[src/rps_pkg.sv]
package rps_pkg;

	localparam int SideBits  = 8;
	localparam int PixBits   = 16;
	localparam int FracBits  = 14;
	localparam int IdxBits   = 7;
	localparam int DirBits   = 16;
	localparam int SizeBits  = 9;
	localparam int PosBits   = 25;
	localparam int BankAddr  = 2 * SideBits - 2;

	localparam logic [1:0] REG_ROWS = 2'd0;
	localparam logic [1:0] REG_COLS = 2'd1;
	localparam logic [1:0] REG_DIRX = 2'd2;
	localparam logic [1:0] REG_DIRY = 2'd3;

	localparam logic REQ_WRITE  = 1'b0;
	localparam logic REQ_SAMPLE = 1'b1;

	typedef struct packed {
		logic                req_type;
		logic [SideBits-1:0] pix_row;
		logic [SideBits-1:0] pix_col;
		logic [PixBits-1:0]  pix_value;
		logic [IdxBits-1:0]  sample_index;
	} in_item_t;

	typedef struct packed {
		logic [PixBits-1:0] sample_value;
		logic               used_bilinear;
		logic               index_ok;
		logic [IdxBits-1:0] echo_index;
	} out_item_t;

	typedef struct packed {
		logic                   we;
		logic [BankAddr-1:0]    waddr;
		logic [PixBits-1:0]     wdata;
		logic [BankAddr-1:0]    raddr;
	} bank_ctl_t;

endpackage

[src/rps_addr.sv]
module rps_addr
	import rps_pkg::*;
(
	input  logic                clk,
	input  logic [SizeBits-1:0] num_rows,
	input  logic [SizeBits-1:0] num_cols,
	input  logic [DirBits-1:0]  dir_x,
	input  logic [DirBits-1:0]  dir_y,
	input  logic                en,
	input  logic [IdxBits-1:0]  idx,
	output logic [SideBits-1:0] yr_s2,
	output logic [SideBits-1:0] xc_s2,
	output logic [FracBits-1:0] ax_s2,
	output logic [FracBits-1:0] ay_s2,
	output logic                bil_s2,
	output logic                ok_s2
);

	logic [SizeBits-1:0] rows, cols, lim;
	logic signed [PosBits-1:0] sx, sy;
	logic signed [PosBits-1:0] px_s1, py_s1;
	logic ok_s1;
	logic [SizeBits-1:0] rows_s1, cols_s1;

	always_comb begin
		rows = (num_rows == '0) ? SizeBits'(1)
			: (num_rows > SizeBits'(256)) ? SizeBits'(256) : num_rows;
		cols = (num_cols == '0) ? SizeBits'(1)
			: (num_cols > SizeBits'(256)) ? SizeBits'(256) : num_cols;
		lim = ((rows < cols) ? rows : cols) >> 1;
		sx = PosBits'($signed({1'b0, idx})) * PosBits'($signed(dir_x));
		sy = PosBits'($signed({1'b0, idx})) * PosBits'($signed(dir_y));
	end

	always_ff @(posedge clk) begin
		if (en) begin
			px_s1 <= sx + $signed({2'b0, cols >> 1, {FracBits{1'b0}}});
			py_s1 <= sy + $signed({2'b0, rows >> 1, {FracBits{1'b0}}});
			ok_s1 <= {2'b0, idx} < lim;
			rows_s1 <= rows;
			cols_s1 <= cols;
		end
	end

	logic [PosBits-FracBits-1:0] xi, yi, xn, yn;
	logic [PosBits-1:0] xrnd, yrnd;
	logic bil;

	always_comb begin
		xi = px_s1[PosBits-1:FracBits];
		yi = py_s1[PosBits-1:FracBits];
		xrnd = px_s1 + PosBits'(1 << (FracBits - 1));
		yrnd = py_s1 + PosBits'(1 << (FracBits - 1));
		bil = !px_s1[PosBits-1] && !py_s1[PosBits-1] && xi != '0 && yi != '0
			&& (xi + 1'b1) < 11'(cols_s1) && (yi + 1'b1) < 11'(rows_s1);
		xn = xrnd[PosBits-1:FracBits];
		yn = yrnd[PosBits-1:FracBits];
		if (px_s1[PosBits-1]) xn = '0;
		else if (xn > 11'(cols_s1) - 1'b1) xn = 11'(cols_s1) - 1'b1;
		if (py_s1[PosBits-1]) yn = '0;
		else if (yn > 11'(rows_s1) - 1'b1) yn = 11'(rows_s1) - 1'b1;
	end

	always_ff @(posedge clk) begin
		if (en) begin
			bil_s2 <= bil && ok_s1;
			ok_s2 <= ok_s1;
			xc_s2 <= bil ? xi[SideBits-1:0] : xn[SideBits-1:0];
			yr_s2 <= bil ? yi[SideBits-1:0] : yn[SideBits-1:0];
			ax_s2 <= bil ? px_s1[FracBits-1:0] : '0;
			ay_s2 <= bil ? py_s1[FracBits-1:0] : '0;
		end
	end

endmodule

[config.mk]
export PLATFORM = sky130hd
export DESIGN_NAME = rps_addr
export DESIGN_NICKNAME = d
export VERILOG_FILES = /design/src/rps_pkg.sv /design/src/rps_addr.sv
export SDC_FILE = /design/constraint.sdc
export NUM_CORES = 1
export LEC_CHECK = 0
export ABC_CLOCK_PERIOD_IN_PS = 6600
export BUFFER_PORTS_ARGS = -buffer_cell sky130_fd_sc_hd__buf_2
export CAP_MARGIN = 10
export CORE_MARGIN = 8
export CORE_UTILIZATION = 35
export DETAILED_ROUTE_END_ITERATION = 16
export GPL_ROUTABILITY_DRIVEN = 0
export PLACE_DENSITY_LB_ADDON = 0.1
export SYNTH_ARGS = -nofsm -noshare
export SYNTH_HDL_FRONTEND = slang
export SYNTH_SLANG_ARGS = --single-unit
[constraint.sdc]
create_clock -name clk -period 6.6 [get_ports clk]
set_clock_uncertainty 0.2 [all_clocks]
set_input_delay 0.99 -clock clk [delete_from_list [all_inputs] [get_ports clk]]
set_output_delay 0.99 -clock clk [all_outputs]
set_load 0.02 [all_outputs]
==> reports/metrics.cfg <==
[clock_tree]
cts-root-buf = clkbuf_16
cts_buffer_depth = 2
cts_inserted_buffers = 17
clk_latency_ns = 0.43
cts_tree = built
htree_levels = 4
post_cts_buffers = 0
clkSinkCount = 115
cts-hold-fix-buffers = 0
ctsResizeCount = 0
clk_pin_slew_ns = 0.06

[finish]
drive_gt1_share_pct = 9.22
nFillCells = 4519
final_nets = 2194
layout_common_cells = inv_1, fa_1, and2_1
area_growth_pct = 10.6
final_common_cell = inv_1
fin_util_pct = 39.1

[critical_path]
crit_path_start_kind = primary input
critical_path.max_stage_delay_ns = 0.52
r2r-end = xc_s2[1]$_DFFE_PP_
crit_top_cell = fa_1
crit_type = primary input to flip-flop
r2r_slack_ns = 2.11
ff2ff_path_depth = 14
path_cells = buf_2 -> buf_4 -> nand2_1 -> fa_1 -> inv_1 -> fa_1 -> fa_1 -> inv_1 -> fa_1 -> inv_1 -> ha_1 -> a21o_1 -> a21o_1 -> a221oi_1 -> o31ai_1 -> buf_4 -> a211o_1 -> o311ai_0
cpMaxStageDelayCell = buf_2
cp.depth = 18
arrival_ns = 5.90
worstPathMaxFanout = 27
endpoint_kind = flip-flop
path_buf_inv = 6
crit_required_ns = 6.61
crit_family = adder cells
crit_start = idx[4]
rr_startpoint = px_s1[15]$_DFFE_PP_

[timing]
fmax_mhz = 170
slew_violations = 0
period_share_pct = 89.2
period_needed_ns = 5.89
relSlewSlack_pct = 14.4
timing.final.hold_violations = 0
worstMarginPinSlew_ns = 1.28
grt_setup_unrepaired = no
fin_tns_setup_ns = 0
finalSetupViolations = 0

[floorplanning]
die_w_um = 230
die_h_um = 230
core-area_mm2 = 0.0452
dieArea_mm2 = 0.0527
rows = 78
initial_core_util_pct = 35.3
io-pin-count = 105

[synthesis]
yosysTopAreaCell = fa_1
synth_seq_cells = 115
synth_area_leaders = fa_1, edfxtp_1, ha_1
synth_nets = 2108
yosysUniqueCellTypes = 64
avgSynthCellArea_um2 = 9.56
syn_area_mm2 = 0.0160
synth_flop_cell = edfxtp_1
yosys_warnings = 0
yosysSeqAreaShare_pct = 21.6
synth_top_area_share_pct = 24.8
synth_edf_count = 115
syn_inst = 1669
synth-async-reset-ratio_pct = 0

[power]
total_power_w = 0.00668
combPwrFrac_pct = 64.8
pwr-share-clk_pct = 12.9
power_density_mw_per_mm2 = 379
max-vdd-ir-drop_mv = 0.159
power_frac_seq_pct = 22.3
leakagePower_nw = 8.58
switching_share_pct = 46.2
p_int_w = 0.00359
p_sw_w = 0.00309

[global_routing]
grt_antenna_before_repair = 3
gr-total-overflow = 0
grt_pass1_vias = 11868
track_usage_pct = 15.4
grt_max_degree = 67
grt_pass1_wl_um = 65000

[routing]
antenna_left = 0
via_count = 11078
wl_um = 39500
wl_per_cell_um = 16.7
drc_errors = 0
drtIter0Drc = 428
via_per_inst = 4.67
firstDrtPassIters = 5

[placed_design]
dp_hpwl_um = 32900
io_buffer_count = 104

[worst_hold_path]
whs_endpoint = ok_s2$_DFFE_PP_
min_path_cells = 0
min_path_type = flip-flop to flip-flop
min_from = ok_s1$_DFFE_PP_

[run_status]
status = completed

[job]
cap_violations = 0

## worst max-delay path by stage
stage                          end
6_report       px_s1[23]$_DFFE_PP_
5_1_grt        px_s1[23]$_DFFE_PP_
4_1_cts        px_s1[23]$_DFFE_PP_
3_5_place_dp   py_s1[23]$_DFFE_PP_
3_3_place_gp   py_s1[23]$_DFFE_PP_
2_1_floorplan  py_s1[24]$_DFFE_PP_
## sequential cells by signal, indices dropped and copies added (netlist names)
name,flops
bil_s2,1
ok_s1,1
xc_s2,8
yr_s2,8
ay_s2,14
py_s1,25
px_s1,25
ax_s2,14
cols_s1,9
ok_s2,1
rows_s1,9
## cells in the mapped netlist (3+ instances only)
cell	number
inv_1	358
fa_1	198
and2_1	183
ha_1	182
nand2_1	121
edfxtp_1	115
xnor2_1	59
nor2_1	47
clkbuf_1	44
a21oi_1	42
and3_1	40
o21ai_0	32
nand3_1	23
a21o_1	22
nor3_1	21
xor2_1	21
nand4_1	17
o21a_1	13
a211oi_1	10
nor4_1	10
nand2b_1	9
nor2b_1	8
a31oi_1	7
o21bai_1	7
mux2i_1	6
o211ai_1	6
mux2_2	5
o31ai_1	5
a22o_1	4
o41ai_1	4
a2111oi_0	3
a21boi_0	3
a221oi_1	3
or2_2	3
or3_1	3
## per-layer routing
metal | share of wire, % | GRT usage (%) | wire [um]
met1 | 49 | 21.2 | 19500
met4 | 1.5 | 4.10 | 588
met5 | 0 | 0 | 0
met3 | 3.0 | 1.98 | 1210
met2 | 46 | 25.2 | 18300
## worst reg2reg max path, stage by stage, from the launching register on
cell	delay, ns
edfxtp_1	0.51
ha_1	0.31
nand3_1	0.18
nor2_1	0.38
nand3_1	0.14
xnor2_1	0.15
ha_1	0.19
or4_4	0.42
a221oi_2	0.20
nand3_2	0.11
a2111oi_4	0.27
buf_4	0.35
nand2_1	0.32
nand2b_1	0.32
o21ai_0	0.15
## power groups by stage
stage               Clock [W]  Combinational (W)  Sequential [W]
floorplan                   0            0.00332         0.00139
global placement            0            0.00433         0.00151
detailed placement          0            0.00437         0.00150
CTS                  0.000886            0.00440         0.00149
global route         0.000907            0.00498         0.00152
finish               0.000862            0.00433         0.00149
## cell type report
class	count	area, um2	area share (%)
diodes	3	7.51	0.0425
clock buffers	19	433	2.45
clock inverters	13	110	0.624
inverters	359	1350	7.64
multi-input cells	1144	10900	61.9
flip-flops and latches	115	3450	19.6
well taps	600	751	4.25
repair buffers	118	628	3.56
## through the flow
| stage | area [um2] | hold slack (ns) | worst slack [ns] | instances |
|---|---|---|---|---|
| after global routing | 17600 | 0.298 | 0.402 | 2368 |
| after global placement | 17100 | 0.263 | 0.271 | 2336 |
| after detailed placement | 17100 | 0.276 | 0.256 | 2336 |
| after floorplan | 16000 | 0.217 | 0.852 | 1669 |
| after CTS | 17600 | 0.290 | 0.704 | 2368 |
| final | 17600 | 0.268 | 0.714 | 2371 |
## cell families after synthesis
family / after synthesis / synth area share (%)
fa+ha+maj: 380 / 39.1
xor+xnor: 80 / 4.39
flops: 115 / 21.6
buf+inv: 410 / 9.94
mux: 11 / 0.729
simple gates: 493 / 16.5
compound gates: 180 / 7.72
No activity file was read; power rests on OpenSTA's default activity.
